`src/cbpg_pkg.sv`:
```
// Shared types and constants for the color bar pattern generator.
// Holds the bar color table, the marker word and the register index codes.
// No dependencies.
package cbpg_pkg;

    typedef enum logic [2:0] {
        CFG_LINE_PAIRS    = 3'd0,
        CFG_FRAME_LINES   = 3'd1,
        CFG_INTERLACED    = 3'd2,
        CFG_MARKER_ENABLE = 3'd3,
        CFG_MARKER_LINE   = 3'd4
    } t_cfg_idx;

    localparam int unsigned CFG_IDX_W  = 3;
    localparam int unsigned CFG_DATA_W = 13;
    localparam int unsigned PAIRS_W    = 12;
    localparam int unsigned LINES_W    = 13;
    localparam int unsigned MARKER_W   = 12;
    localparam int unsigned WORD_W     = 32;

    localparam logic [2:0]        LAST_BAR    = 3'd7;
    localparam logic [WORD_W-1:0] MARKER_WORD = 32'hEB80EB80;

    localparam logic [7:0] BAR_Y [8] = '{8'hb4, 8'ha8, 8'h91, 8'h85,
                                         8'h3f, 8'h33, 8'h1c, 8'h10};
    localparam logic [7:0] BAR_U [8] = '{8'h80, 8'h2c, 8'h93, 8'h3f,
                                         8'hc1, 8'h61, 8'hd4, 8'h80};
    localparam logic [7:0] BAR_V [8] = '{8'h80, 8'h88, 8'h2c, 8'h34,
                                         8'hcc, 8'hd4, 8'h78, 8'h80};

    function automatic logic [WORD_W-1:0] bar_word(input logic [2:0] bar);
        bar_word = {BAR_Y[bar], BAR_U[bar], BAR_Y[bar], BAR_V[bar]};
    endfunction

endpackage

```
`src/color_bar_pattern_generator_unit.sv`:
```
// Top level of the color bar pattern generator (YCbCr 4:2:2, two pixels a word).
// Depends on cbpg_pkg for the color table, marker word and register codes.
//
//  channel   | signals                                   | direction
//  ----------+-------------------------------------------+----------
//  input     | i_valid, o_stall, i_restart                | in
//  output    | o_valid, i_stall, o_pixel_word, o_end_of_* | out
//  config    | i_cfg_valid, o_cfg_ready, i_cfg_index/data | in
//
// One word per clock while not stalled: a transaction taken at one edge appears
// in the output register after that edge, and a new one can be taken every cycle.
// The output register frees up when its word is taken, so a stalled output only
// stalls the input while the register is full.
// A write to the width register starts a bar recomputation (one compare and
// subtract per cycle) during which the input is stalled.
// Reset is synchronous and active low and loads the default register values.
module color_bar_pattern_generator_unit #(
    parameter int unsigned MAX_PAIRS = 2048,
    parameter int unsigned MAX_ROWS  = 4096
) (
    input  logic                              i_clk,
    input  logic                              i_rst_n,
    input  logic                              i_valid,
    output logic                              o_stall,
    input  logic                              i_restart,
    output logic                              o_valid,
    input  logic                              i_stall,
    output logic [cbpg_pkg::WORD_W-1:0]       o_pixel_word,
    output logic                              o_end_of_line,
    output logic                              o_end_of_frame,
    input  logic                              i_cfg_valid,
    output logic                              o_cfg_ready,
    input  logic [cbpg_pkg::CFG_IDX_W-1:0]    i_cfg_index,
    input  logic [cbpg_pkg::CFG_DATA_W-1:0]   i_cfg_data
);

    localparam int unsigned PCW = $clog2(MAX_PAIRS + 1);
    localparam int unsigned PPW = $clog2(MAX_PAIRS);
    localparam int unsigned RCW = $clog2(MAX_ROWS + 1);
    localparam int unsigned RPW = $clog2(MAX_ROWS);
    localparam int unsigned XW  = PCW + 2;
    localparam int unsigned LW  = ((RCW > cbpg_pkg::LINES_W) ? RCW : cbpg_pkg::LINES_W) + 2;

    logic [cbpg_pkg::PAIRS_W-1:0]  r_line_pairs;
    logic [cbpg_pkg::LINES_W-1:0]  r_frame_lines;
    logic                          r_interlaced;
    logic                          r_marker_enable;
    logic [cbpg_pkg::MARKER_W-1:0] r_marker_line;

    logic [PPW-1:0] r_pair, n_pair;
    logic [RPW-1:0] r_row, n_row;
    logic [2:0]     r_bar, n_bar;
    logic [PPW:0]   r_rem, n_rem;
    logic           r_recalc;
    logic           r_valid;

    logic [cbpg_pkg::WORD_W-1:0] r_word, n_word;
    logic                        r_eol, r_eof;

    logic [PCW-1:0] eff_pairs;
    logic [RCW-1:0] eff_rows;
    logic [PCW-1:0] bar_w;
    logic           take_in;
    logic           start;
    logic [PPW-1:0] cur_pair;
    logic [RPW-1:0] cur_row;
    logic [2:0]     cur_bar;
    logic [PPW:0]   cur_rem;
    logic [2:0]     show_bar;
    logic [XW-1:0]  step_sum;
    logic [XW-1:0]  bar_w_x;
    logic [XW-1:0]  bar_w2_x;
    logic [LW-1:0]  mark_row;
    logic           marked;
    logic           eol, eof;
    logic [XW-1:0]  rc_rem_x;

    always_comb begin
        if (r_line_pairs == '0) begin
            eff_pairs = PCW'(1);
        end else if ({2'b00, r_line_pairs} > 14'(MAX_PAIRS)) begin
            eff_pairs = PCW'(MAX_PAIRS);
        end else begin
            eff_pairs = PCW'(r_line_pairs);
        end
        if (r_frame_lines == '0) begin
            eff_rows = RCW'(1);
        end else if ({1'b0, r_frame_lines} > 14'(MAX_ROWS)) begin
            eff_rows = RCW'(MAX_ROWS);
        end else begin
            eff_rows = RCW'(r_frame_lines);
        end
    end

    assign bar_w    = eff_pairs >> 2;
    assign bar_w_x  = XW'(bar_w);
    assign bar_w2_x = XW'(bar_w) << 1;

    assign o_stall     = r_recalc | (r_valid & i_stall);
    assign take_in     = i_valid & ~o_stall;
    assign o_cfg_ready = 1'b1;

    always_comb begin
        start    = i_restart || (PCW'(r_pair) >= eff_pairs) || (RCW'(r_row) >= eff_rows);
        cur_pair = start ? '0 : r_pair;
        cur_row  = start ? '0 : r_row;
        cur_bar  = start ? '0 : r_bar;
        cur_rem  = start ? '0 : r_rem;
        show_bar = (bar_w == '0) ? cbpg_pkg::LAST_BAR : cur_bar;

        if (r_interlaced && r_marker_line[0]) begin
            mark_row = LW'((eff_rows + RCW'(1)) >> 1) + LW'(r_marker_line >> 1);
        end else if (r_interlaced) begin
            mark_row = LW'(r_marker_line >> 1);
        end else begin
            mark_row = LW'(r_marker_line);
        end
        marked = r_marker_enable && (mark_row < LW'(eff_rows)) && (mark_row == LW'(cur_row));
        n_word = marked ? cbpg_pkg::MARKER_WORD : cbpg_pkg::bar_word(show_bar);

        eol = (PCW'(cur_pair) == eff_pairs - PCW'(1));
        eof = eol && (RCW'(cur_row) == eff_rows - RCW'(1));

        step_sum = XW'(cur_rem) + XW'(2);
        n_bar    = cur_bar;
        n_rem    = PPW'(1) == '0 ? '0 : (PPW + 1)'(step_sum);
        if (bar_w == '0) begin
            n_bar = '0;
            n_rem = '0;
        end else if (cur_bar != cbpg_pkg::LAST_BAR) begin
            if ((cur_bar < 3'd6) && (step_sum >= bar_w2_x)) begin
                n_bar = cur_bar + 3'd2;
                n_rem = (PPW + 1)'(step_sum - bar_w2_x);
            end else if (step_sum >= bar_w_x) begin
                n_bar = cur_bar + 3'd1;
                n_rem = (PPW + 1)'(step_sum - bar_w_x);
            end
        end

        if (eol) begin
            n_pair = '0;
            n_row  = eof ? '0 : cur_row + RPW'(1);
            n_bar  = '0;
            n_rem  = '0;
        end else begin
            n_pair = cur_pair + PPW'(1);
            n_row  = cur_row;
        end
    end

    assign rc_rem_x = XW'(r_rem);

    always_ff @(posedge i_clk) begin
        if (!i_rst_n) begin
            r_line_pairs    <= cbpg_pkg::PAIRS_W'(960);
            r_frame_lines   <= cbpg_pkg::LINES_W'(1080);
            r_interlaced    <= 1'b0;
            r_marker_enable <= 1'b0;
            r_marker_line   <= '0;
            r_pair          <= '0;
            r_row           <= '0;
            r_bar           <= '0;
            r_rem           <= '0;
            r_recalc        <= 1'b0;
            r_valid         <= 1'b0;
        end else begin
            if (take_in) begin
                r_pair  <= n_pair;
                r_row   <= n_row;
                r_bar   <= n_bar;
                r_rem   <= n_rem;
                r_valid <= 1'b1;
            end else begin
                if (!i_stall) begin
                    r_valid <= 1'b0;
                end
                if (r_recalc) begin
                    if ((bar_w == '0) || (r_bar == cbpg_pkg::LAST_BAR) ||
                        (rc_rem_x < bar_w_x)) begin
                        r_recalc <= 1'b0;
                    end else begin
                        r_bar <= r_bar + 3'd1;
                        r_rem <= (PPW + 1)'(rc_rem_x - bar_w_x);
                    end
                end
            end
            if (i_cfg_valid && o_cfg_ready) begin
                case (cbpg_pkg::t_cfg_idx'(i_cfg_index))
                    cbpg_pkg::CFG_LINE_PAIRS: begin
                        r_line_pairs <= i_cfg_data[cbpg_pkg::PAIRS_W-1:0];
                        r_recalc     <= 1'b1;
                        r_bar        <= '0;
                        r_rem        <= {r_pair, 1'b0};
                    end
                    cbpg_pkg::CFG_FRAME_LINES: begin
                        r_frame_lines <= i_cfg_data[cbpg_pkg::LINES_W-1:0];
                    end
                    cbpg_pkg::CFG_INTERLACED: begin
                        r_interlaced <= i_cfg_data[0];
                    end
                    cbpg_pkg::CFG_MARKER_ENABLE: begin
                        r_marker_enable <= i_cfg_data[0];
                    end
                    cbpg_pkg::CFG_MARKER_LINE: begin
                        r_marker_line <= i_cfg_data[cbpg_pkg::MARKER_W-1:0];
                    end
                    default: begin
                    end
                endcase
            end
        end
    end

    always_ff @(posedge i_clk) begin
        if (take_in) begin
            r_word <= n_word;
            r_eol  <= eol;
            r_eof  <= eof;
        end
    end

    assign o_valid        = r_valid;
    assign o_pixel_word   = r_word;
    assign o_end_of_line  = r_eol;
    assign o_end_of_frame = r_eof;

endmodule

```
`config.mk`:
```
export PLATFORM = sky130hd
export DESIGN_NAME = color_bar_pattern_generator_unit
export DESIGN_NICKNAME = d
export VERILOG_FILES = /design/src/cbpg_pkg.sv /design/src/color_bar_pattern_generator_unit.sv
export SDC_FILE = /design/constraint.sdc
export NUM_CORES = 1
export LEC_CHECK = 0
export BUFFER_PORTS_ARGS = -buffer_cell sky130_fd_sc_hd__buf_2
export CORE_MARGIN = 4
export CORE_UTILIZATION = 64
export DETAILED_ROUTE_END_ITERATION = 10
export PLACE_DENSITY = 0.91
export SLEW_MARGIN = 15
export SYNTH_ARGS = -nofsm -noshare
export SYNTH_HDL_FRONTEND = slang
export SYNTH_SLANG_ARGS = --single-unit
```
`constraint.sdc`:
```
create_clock -name i_clk -period 10.8 [get_ports i_clk]
set_input_delay 0 -clock i_clk [delete_from_list [all_inputs] [get_ports i_clk]]
set_output_delay 0 -clock i_clk [all_outputs]
set_load 0.02 [all_outputs]
```
# Word level (Yosys, flattened, before mapping)
# Memories as Yosys holds them, arrays and structs flattened. A register that Yosys moved wholly into a read port is not among the register bits.
# Cells that the tools add are included.
totals:
  wordCells: 120
  memories: 3
  out_inout_bits: 37
  romBits: 192
  ff_bits: 113
classes:
  muxes: 47
  n_bitwise: 5
  n_reduce_logical: 18
  addsub: 13
  n_lt_le_gt_ge: 10
  eq_ne: 10
memory_table:
  columns: ["memory", "words", "word_bits", "read_ports", "rd_ports_with_merged_regs", "wr", "line", "source"]
  rows:
  - ["(name not given)", 8, 8, 1, 1, 0, "cbpg_pkg.sv:32", "bar_word = {BAR_Y[bar], BAR_U[bar], BAR_Y[bar], BAR_V[bar]};"]
  - ["(name not given)", 8, 8, 1, 0, 0, "cbpg_pkg.sv:32", null]
  - ["(name not given)", 8, 8, 1, 1, 0, "cbpg_pkg.sv:32", null]
op_table:
  columns: ["op", "n"]
  rows:
  - ["12-bit two-way mux", 17]
  - ["8-bit two-way mux", 6]
  - ["3-bit two-way mux", 12]
  - ["13-bit two-way mux", 2]
  - ["12-bit zero test", 2]
  - ["12-bit by 10-bit subtractor with 12-bit output", 2]
  - ["11-bit two-way mux", 2]
  - ["15-bit by 12-bit == test with 1-bit output", 1]
  - ["15-bit by 13-bit less-than comparator with 1-bit output", 1]
  - ["13-bit by 1-bit adder with 14-bit output (second input constant)", 1]
  - ["13-bit by 11-bit adder with 14-bit output", 1]
  - ["14-bit two-way mux", 1]
  - ["12-bit by 2-bit adder with 13-bit output (second input constant)", 1]
  - ["12-bit by 13-bit == test with 1-bit output", 1]
  - ["12-bit by 13-bit greater-or-equal comparator with 1-bit output", 1]
  - ["13-bit by 10-bit greater-or-equal comparator with 1-bit output", 1]
  - ["13-bit by 11-bit greater-or-equal comparator with 1-bit output", 1]
  - ["13-bit greater-than comparator (second input constant)", 1]
  - ["13-bit zero test", 1]
  - ["13-bit by 1-bit subtractor with 13-bit output (second input constant)", 1]
  - ["12-bit by 1-bit adder with 12-bit output (second input constant)", 1]
  - ["11-bit by 12-bit == test with 1-bit output", 1]
  - ["11-bit by 12-bit greater-or-equal comparator with 1-bit output", 1]
  - ["12-bit greater-than comparator (second input constant)", 1]
  - ["other kinds (22)", 43]

# Logic depth before layout (Yosys ltp)
# Gate-level depths: netlist of run 1.
logic_depth:
  depth_word: 17
  depth_mapped: 30
  depth_no_buf: 26

# Least setup slack after synthesis of run 1
# Ideal clock, no wire load.
synth_timing:
  path_type: "register to register"
  from: "register r_frame_lines[5] (netlist bit)"
  to: "register r_word (netlist bit o_pixel_word[18]) (data pin)"
  n_path_buf: 3
  arrival_ps: 6104
  setup_time_ps: 266
  path_stages_with_launch: 30
  synth_period_minus_slack_ps: 6370
  slack_ps: 4430
  required_ps: 10534
  cell_sequence: "dfxtp_1 > buf_6 > nor3_1 > a41oi_1 > nor2_1 > inv_1 > ha_1 > ha_1 > inv_1 > fa_1 > nor2b_1 > o31a_1 > o311ai_0 > a21boi_0 > mux2i_1 > a221oi_1 > inv_1 > ha_1 > a21o_1 > a21o_1 > a21o_1 > a21oi_1 > nor2b_1 > a2111oi_0 > o2111ai_1 > a2111oi_0 > o211a_1 > clkbuf_1 > clkbuf_1 > nor2_1"
synth_between:
  elab_chain_cells: 9
  elab_cells_between_ends: 17
  classes_between: "add/sub (2); order compare (3); eq/ne (1); mux (6); bitwise (1); reduce/logical (4)"
synth_rtl:
  columns: ["element", "line", "source"]
  rows:
  - ["start, declared", "color_bar_pattern_generator_unit.sv:45", "logic [cbpg_pkg::LINES_W-1:0] r_frame_lines;"]
  - ["start signal, assigned", "color_bar_pattern_generator_unit.sv:156", "r_frame_lines <= cbpg_pkg::LINES_W'(1080);"]
  - ["start signal, assigned", "color_bar_pattern_generator_unit.sv:196", "r_frame_lines <= i_cfg_data[cbpg_pkg::LINES_W-1:0];"]
  - ["13-bit greater-than comparator", "color_bar_pattern_generator_unit.sv:88", "end else if ({1'b0, r_frame_lines} > 14'(MAX_ROWS)) begin"]
  - ["13-bit two-way mux", "color_bar_pattern_generator_unit.sv:88", null]
  - ["13-bit two-way mux (*)", "color_bar_pattern_generator_unit.sv:86", "if (r_frame_lines == '0) begin"]
  - ["13-bit by 1-bit adder with 14-bit output", "color_bar_pattern_generator_unit.sv:112", "mark_row = LW'((eff_rows + RCW'(1)) >> 1) + LW'(r_marker_line >> 1);"]
  - ["13-bit by 11-bit adder with 14-bit output", "color_bar_pattern_generator_unit.sv:112", null]
  - ["14-bit two-way mux", "color_bar_pattern_generator_unit.sv:111", "if (r_interlaced && r_marker_line[0]) begin"]
  - ["15-bit by 13-bit less-than comparator with 1-bit output", "color_bar_pattern_generator_unit.sv:118", "marked = r_marker_enable && (mark_row < LW'(eff_rows)) && (mark_row == LW'(cur_row));"]
  - ["1-bit logical AND", "color_bar_pattern_generator_unit.sv:118", null]
  - ["1-bit logical AND (*)", "color_bar_pattern_generator_unit.sv:118", null]
  - ["via marked", "color_bar_pattern_generator_unit.sv:74", "logic marked;"]
  - ["end, declared", "color_bar_pattern_generator_unit.sv:57", "logic [cbpg_pkg::WORD_W-1:0] r_word, n_word;"]
# Mark *: on every way through the listed nets, which the timed path passes. The rest lies on a longest branch.
# A chain may end at the register's enable or synchronous reset.

# Worst setup path after layout of run 1
layout_timing:
  from: "register r_frame_lines[5] (netlist bit)"
  to: "register r_word (netlist bit o_pixel_word[21]) (data pin)"
layout_between:
  elab_chain_cells: 9
  elab_cells_between_ends: 17
  classes_between: "add/sub (2); order compare (3); eq/ne (1); mux (6); bitwise (1); reduce/logical (4)"
layout_rtl:
  columns: ["element", "line"]
  rows:
  - ["13-bit greater-than comparator", "color_bar_pattern_generator_unit.sv:88"]
  - ["13-bit two-way mux", "color_bar_pattern_generator_unit.sv:88"]
  - ["13-bit two-way mux (*)", "color_bar_pattern_generator_unit.sv:86"]
  - ["13-bit by 1-bit adder with 14-bit output", "color_bar_pattern_generator_unit.sv:112"]
  - ["13-bit by 11-bit adder with 14-bit output", "color_bar_pattern_generator_unit.sv:112"]
  - ["14-bit two-way mux", "color_bar_pattern_generator_unit.sv:111"]
  - ["15-bit by 13-bit less-than comparator with 1-bit output", "color_bar_pattern_generator_unit.sv:118"]
  - ["1-bit logical AND (2 in a row)", "color_bar_pattern_generator_unit.sv:118"]
# Mark *: on every way between the ends. The rest lies on a longest branch, timed or not.

==> results.sh, run 1 <==
export IMPL_place_congestion=0.944
export IMPL_synth_compound_area_share_pct=24.0
export IMPL_synth_simple_area_share_pct=26.2
export IMPL_timing_final_ws_setup_ns=3.76
export IMPL_grt_max_degree=48
export IMPL_antenna_cells=0
export IMPL_synthesis_area_mm2=0.00984
export IMPL_clock_path_buffers=2
export IMPL_route_detailed_drc=0
export IMPL_synthArstFlopShare_pct=0
export IMPL_fin_crit_ns=7.04
export IMPL_firstDrtPassIters=6
export IMPL_synth_top_cell_by_area="dfxtp_1"
export IMPL_relSlewSlack_pct=29.0
export IMPL_holdPathStages=4
export IMPL_pre_cts_ws_ns=3.81
export IMPL_synthTopCellsByArea="dfxtp_1 16%, ha_1 12%, edfxtp_1 6.4%"
export IMPL_synth_mux_area_share_pct=2.21
export IMPL_power_density_mw_per_mm2=101
export IMPL_dp_hpwl_mm=21.6
export IMPL_required_ns=10.89
export IMPL_die_height_um=132
export IMPL_grt_pass1_vias=9318
export IMPL_synth_warnings=0
export IMPL_die_w_um=132
export IMPL_holdCritPathClass="input port to register"
export IMPL_wl_per_cell_um=19.2
export IMPL_clk_pin_slew_worst_paths_ns=0.07
export IMPL_cts_root_buffer="clkbuf_16"
export IMPL_row_count=45
export IMPL_cts_tree="yes"
export IMPL_synthAdderAreaFrac_pct=12.9
export IMPL_post_synth_cell_area_avg_um2=7.52
export IMPL_r2r_setup_slack_ns=3.76
export IMPL_grt_usage_pct=32.3
export IMPL_cts_buffers=9
export IMPL_fmaxAchievable_ghz=0.142
export IMPL_endpoint_kind="register"
export IMPL_status="finished clean"
export IMPL_yosysSeqAreaShare_pct=22.5
export IMPL_antenna_found_initial=1
export IMPL_skew_ns=0.0101
export IMPL_grt_overflow_total=0
export IMPL_drtIter0Drc=1383
export IMPL_period_share_pct=65.2
export IMPL_start_kind="register"
export IMPL_hold_viol=0
export IMPL_clkSinkCount=100
export IMPL_cts_resized_gates=0
export IMPL_path_class="register to register"
export IMPL_rsz0062_at_grt="false"
export IMPL_ys_types=84
export IMPL_tns_ns=0
export IMPL_vias=10200
export IMPL_areaGrowthSynthToFinish_pct=6.56
export IMPL_worst_pin_slew_ns=1.06
export IMPL_core_mm2=0.0151
export IMPL_finalPower_mw=1.06
export IMPL_reg2reg_to="o_pixel_word[21]$_SDFFCE_PP0P_"
export IMPL_grt_pass1_wl_mm=46.8
export IMPL_layout_nets=1438
export IMPL_syn_inst=1309
export IMPL_worstRegToRegCells=26
export IMPL_ant_nets=0
export IMPL_drive_gt1_share_pct=8.62
export IMPL_p_leak_nw=4.41
export IMPL_min_from="i_cfg_index[0]"
export IMPL_synth_xor_area_share_pct=5.78
export IMPL_timing_rr_start="r_frame_lines[5]$_SDFFE_PN1P_"
export IMPL_ir_worst_vdd_mv=0.0776
export IMPL_multiInputGateArea_mm2=0.00702
export IMPL_path_max_fanout=19
export IMPL_die_area_mm2=0.0174
export IMPL_yosys_register_bits=100
export IMPL_ys_flop_type="dfxtp_1"
export IMPL_hold_end="r_marker_enable$_SDFFE_PN0P_"
export IMPL_routed_wl_mm=28.9
export IMPL_post_drt_via_cell_ratio=6.75
export IMPL_regArea_mm2=0.00221
export IMPL_synth_commonest_cells="153 x nand2_1, 108 x a21oi_1, 105 x nor2_1, 95 x ha_1, 79 x dfxtp_1"
export IMPL_synth_most_common_cell="nand2_1"
export IMPL_htree_levels=3
export IMPL_cap_violations=0
export IMPL_synth_top_family_by_area="simple AND/OR/NAND/NOR gates"
export IMPL_port_buffer_count=55
export IMPL_slew_violations=0
export IMPL_crit_arrival_ns=7.13
export IMPL_synth_top_area_share_pct=16.1
export IMPL_synth_edf_count=21
export IMPL_start_util_pct=65.0
export IMPL_num_io_pins=59
export IMPL_setup_viol=0
export IMPL_nFillCells=1244
export IMPL_clock_latency_ns=0.36
[sequential cells by signal (all words and copies together) (netlist names)]
| name | cells |
|---|---|
| o_pixel_word | 19 |
| r_frame_lines | 13 |
| r_line_pairs | 12 |
| r_marker_line | 12 |
| r_rem | 12 |
| r_row | 12 |
| r_pair | 11 |
| r_bar | 3 |
| o_end_of_frame | 1 |
| o_end_of_line | 1 |
| o_valid | 1 |
| r_interlaced | 1 |
| r_marker_enable | 1 |
| r_recalc | 1 |
[stage by stage]
| stage | instance area [um^2] | std cells | utilization (%) | hold slack, ns |
|---|---|---|---|---|
| floorplan | 9850 | 1310 | - | 0.124 |
| detailed placement | 10100 | 1480 | 66.5 | 0.257 |
| CTS | 10500 | 1510 | 69.3 | 0.0409 |
| finish | 10500 | 1510 | 69.3 | 0.0656 |
| global route | 10500 | 1510 | 69.3 | 0.0772 |
| global placement | 10100 | 1480 | 66.5 | 0.253 |
[cell type report]
class	instances	share of cell area (%)
clock buffer	11	2.31
clock inverter	5	0.370
inverter	69	2.47
multi-input combinational	1059	66.9
sequential	100	21.1
tap	188	2.24
timing repair buffer	78	4.60
[how the worst max path moves through the flow]
stage / from / end / slack [ns] / depth (start not counted)
after detailed placement: r_frame_lines[5]$_SDFFE_PN1P_ / o_pixel_word[28]$_SDFFCE_PP0P_ / 3.81 / 26
after CTS: r_frame_lines[5]$_SDFFE_PN1P_ / o_pixel_word[4]$_SDFFCE_PP0P_ / 3.81 / 26
after global routing: r_frame_lines[6]$_SDFFE_PN0P_ / o_pixel_word[28]$_SDFFCE_PP0P_ / 3.11 / 26
final: r_frame_lines[5]$_SDFFE_PN1P_ / o_pixel_word[21]$_SDFFCE_PP0P_ / 3.76 / 26
after floorplan: r_frame_lines[5]$_SDFFE_PN1P_ / o_pixel_word[18]$_SDFFCE_PP0P_ / 4.43 / 29
after global placement: r_frame_lines[5]$_SDFFE_PN1P_ / o_pixel_word[18]$_SDFFCE_PP0P_ / 3.98 / 26
[what timing repair did]
action | in CTS | in global routing
endpoints found under the setup margin | 0 | 0
hold endpoints to repair | 40 | 0
setup buffers | 0 | 0
hold buffers | 14 | 0
[metal layers]
layer / vias to the layer above / GRT usage [%] / routed length (um)
li1: 4794 / - / -
met1: 4690 / 41.8 / 11800
met2: 587 / 50.9 / 12900
met3: 127 / 6.72 / 2740
met4: 2 / 16.6 / 1510
met5: - / 0 / 8
[critical path, stage by stage (launching register included)]
cell	delay [ns]
dfxtp_1	0.39
nor3_1	0.47
a41oi_1	0.23
nor2_1	0.33
inv_1	0.10
ha_1	0.35
ha_1	0.23
inv_1	0.08
fa_1	0.21
nor2b_1	0.06
o31a_1	0.27
o311ai_0	0.48
a21boi_0	0.21
mux2i_1	0.16
a221oi_1	0.48
inv_1	0.10
ha_1	0.31
a21o_1	0.19
a21o_1	0.17
a21o_1	0.16
a21oi_1	0.14
nor2b_1	0.06
a2111oi_0	0.34
o2111ai_1	0.17
a2111oi_0	0.41
o211a_1	0.56
nor2_1	0.11
[kinds of logic after synthesis]
group | after synthesis
simple gates | 515
compound gates | 356
buf+inv | 151
flops | 100
fa+ha+maj | 99
xor+xnor | 65
mux | 21
other cells | 2
[report_power, final]
group	total (mW)	leakage [nW]	switching, mW	internal [mW]
clock network	0.317	0.136	0.153	0.164
registers	0.423	0.836	0.0217	0.401
logic	0.319	3.44	0.194	0.125
[layout by cell type, fill, tap and decap left out, types with 6 or more instances in the layout]
master	Yosys	final
nor3_1	38	37
or3_1	8	8
a211oi_1	14	14
a221oi_1	7	7
mux2i_1	15	15
o31ai_1	11	11
buf_4	14	9
a21o_1	22	22
edfxtp_1	21	21
and4_1	7	7
clkbuf_16	0	9
nor4_1	12	12
a22oi_1	9	9
nand2_1	153	153
or2_2	16	16
o21a_1	9	9
ha_1	95	95
nor3b_1	9	9
mux2_2	6	6
nand4_1	21	21
nand2b_1	13	13
xor2_1	18	18
inv_1	67	67
a31oi_1	17	17
xnor2_1	47	47
nor4b_1	7	7
and2_1	10	10
and3_1	20	20
or4_1	11	11
buf_2	2	55
dfxtp_1	79	79
a21oi_1	108	108
dlygate4sd3_1	0	14
nor2b_1	17	17
o211ai_1	14	14
o21ai_0	57	57
nor2_1	105	105
nand3_1	47	47
No activity file was read; power rests on OpenSTA's default activity.
==> run 2, diff against run 1 <==
- ABC_AREA: default -> 1
- CORE_UTILIZATION: 64 -> 63
- PLACE_DENSITY: 0.91 -> 0.9
- clock period: 10.8 -> 7.25 ns (I/O delays scaled with it)
==> run 2 against run 1 <==
Effect of this change:
- non-clock buffer count is 1 lower
- cell area is 7.1% higher
- worst setup slack worse by 2.9 ns
- sequential share of layout area is 1.4 points lower
- highest routed layer unchanged
- critical endpoint is now r_rem[8]$_SDFF_PN0_
- core utilization is 0.45 points higher
- cell count is 29% higher
- routed wire length is 9.3% higher
==> results.sh, run 2 <==
export IMPL_drive_gt1_share_pct=7.00
export IMPL_synth_top_family_by_area="simple AND/OR/NAND/NOR gates"
export IMPL_synth_top_area_share_pct=16.2
export IMPL_timing_final_ws_setup_ns=0.859
export IMPL_cts_root_buffer="clkbuf_16"
export IMPL_skew_ns=0.0159
export IMPL_hold_viol=0
export IMPL_clock_latency_ns=0.37
export IMPL_clock_path_buffers=2
export IMPL_routed_wl_mm=31.6
export IMPL_firstDrtPassIters=6
export IMPL_synthesis_area_mm2=0.0105
export IMPL_cts_buffers=9
export IMPL_grt_overflow_total=0
export IMPL_place_congestion=1.04
export IMPL_synthTopCellsByArea="nand2_1 16%, dfxtp_1 15%, ha_1 11%"
export IMPL_grt_pass1_vias=10400
export IMPL_cap_violations=0
export IMPL_path_class="register to register"
export IMPL_synth_warnings=0
export IMPL_postCtsSetupRepairBufs=0
export IMPL_final_cell_mix="453 x nand2_1, 253 x inv_1, 139 x nor2_1"
export IMPL_synth_xor_area_share_pct=6.01
export IMPL_endpoint_kind="register"
export IMPL_post_drt_via_cell_ratio=5.83
export IMPL_required_ns=7.53
export IMPL_path_max_fanout=26
export IMPL_rsz0062_at_grt="false"
export IMPL_slew_violations=0
export IMPL_ant_nets=0
export IMPL_tns_ns=0
export IMPL_clk_pin_slew_worst_paths_ns=0.07
export IMPL_row_count=46
export IMPL_holdCritPathClass="input port to register"
export IMPL_die_height_um=137
export IMPL_setup_viol=0
export IMPL_post_synth_cell_area_avg_um2=6.21
export IMPL_num_io_pins=59
export IMPL_hold_ws_ns=0.0849
export IMPL_cp_slowest_cell="nor4_1"
export IMPL_critPathBufInv=5
export IMPL_synth_mux_area_share_pct=0
export IMPL_crit_arrival_ns=6.68
export IMPL_status="finished clean"
export IMPL_clkSinkCount=100
export IMPL_syn_inst=1690
export IMPL_port_buffer_count=55
export IMPL_max_stage_delay_ns=0.36
export IMPL_drtIter0Drc=1135
export IMPL_synthAdderAreaFrac_pct=12.1
export IMPL_power_density_mw_per_mm2=152
export IMPL_cts_tree="yes"
export IMPL_pre_cts_ws_ns=0.789
export IMPL_synth_top_cell_by_area="nand2_1"
export IMPL_relSlewSlack_pct=29.1
export IMPL_grt_max_degree=62
export IMPL_dpl_instance_area_mm2=0.0108
export IMPL_final_common_cell="nand2_1"
export IMPL_synth_commonest_cells="453 x nand2_1, 253 x inv_1, 140 x nor2_1, 124 x a21oi_1, 122 x nand3_1"
export IMPL_synth_edf_count=21
export IMPL_route_detailed_drc=0
export IMPL_antenna_cells=0
export IMPL_die_area_mm2=0.0188
export IMPL_synth_most_common_cell="nand2_1"
export IMPL_dpl_cell_count=1912
export IMPL_htree_levels=3
export IMPL_p_leak_nw=5.64
export IMPL_layout_cells_non_filler=1944
export IMPL_crit_top_cell="nand2_1"
export IMPL_grt_usage_pct=33.9
export IMPL_grt_pass1_wl_mm=50.5
export IMPL_layout_nets=1844
export IMPL_wl_per_cell_um=16.3
export IMPL_synthArstFlopShare_pct=0
export IMPL_start_util_pct=65.1
export IMPL_antenna_found_initial=1
export IMPL_core_mm2=0.0161
export IMPL_period_share_pct=88.2
export IMPL_dp_hpwl_mm=24.4
export IMPL_ys_flop_type="dfxtp_1"
export IMPL_die_w_um=137
export IMPL_synth_compound_area_share_pct=14.2
export IMPL_areaGrowthSynthToFinish_pct=7.10
export IMPL_fin_crit_ns=6.39
export IMPL_ys_types=51
export IMPL_ir_worst_vdd_mv=0.126
export IMPL_synth_simple_area_share_pct=33.9
export IMPL_final_cell_area_mm2=0.0112
export IMPL_fmaxAchievable_ghz=0.156
export IMPL_start_kind="register"
export IMPL_yosys_register_bits=100
export IMPL_vias=11300
export IMPL_yosysSeqAreaShare_pct=21.1
export IMPL_path_delay_family="simple AND/OR/NAND/NOR gates"
export IMPL_worst_pin_slew_ns=1.06
export IMPL_largest_register_ffs=19
-- run 2: final cells by class --
type                       count  area, um^2
clock buffer                  10         250
clock inverter                 6        62.6
fill                        1451        4880
inverter                     264         992
multi-input combinational   1271        6970
sequential                   100        2210
tap                          216         270
timing repair buffer          77         480
-- run 2: metrics by stage --
step / power, mW / utilization (%)
after global routing: 1.80 / 69.7
final: 1.71 / 69.7
after CTS: 1.69 / 69.7
after detailed placement: 1.18 / 66.7
after floorplan: 1.06 / -
after global placement: 1.17 / 66.7
-- run 2: final timing paths --
| check | from | to | slack (ns) | cells after the start |
|---|---|---|---|---|
| min reg2reg | r_row[0]$_SDFFE_PN0P_ | r_row[0]$_SDFFE_PN0P_ | 0.48 | 2 |
| min | i_cfg_valid | r_marker_enable$_SDFFE_PN0P_ | 0.08 | 5 |
| max reg2reg | r_frame_lines[8]$_SDFFE_PN0P_ | r_rem[8]$_SDFF_PN0_ | 0.86 | 38 |
| max | r_frame_lines[8]$_SDFFE_PN0P_ | r_rem[8]$_SDFF_PN0_ | 0.86 | 38 |
-- run 2: repair_timing --
action	in CTS	in global routing
hold buffers	16	0
endpoints found under the setup margin	0	13
hold endpoints to repair	24	0
resized for setup	0	2
-- run 2: tightest hold or removal path: cells and delay by family --
family / cells / cell delay [ns]
AO/OA/AOI/OAI: 1 / 0.07
buffers and inverters: 2 / 0.17
AND/OR/NAND/NOR: 2 / 0.16
-- run 2: logic make-up after synthesis --
logic type,Yosys count
simple gates,816
other cells,2
xor+xnor,72
compound gates,281
fa+ha+maj,99
flops,100
buf+inv,320
-- run 2: power breakdown --
group	internal [mW]	switching, mW
Sequential	0.603	0.0319
Combinational	0.185	0.376
Clock	0.263	0.246
Total	1.05	0.655
-- run 2: routing by layer --
metal / share of wire, % / track usage (%)
met1: 41 / 43.6
met3: 9.5 / 6.47
met4: 4.4 / 14.9
met2: 45 / 55.3
met5: 0.041 / 0
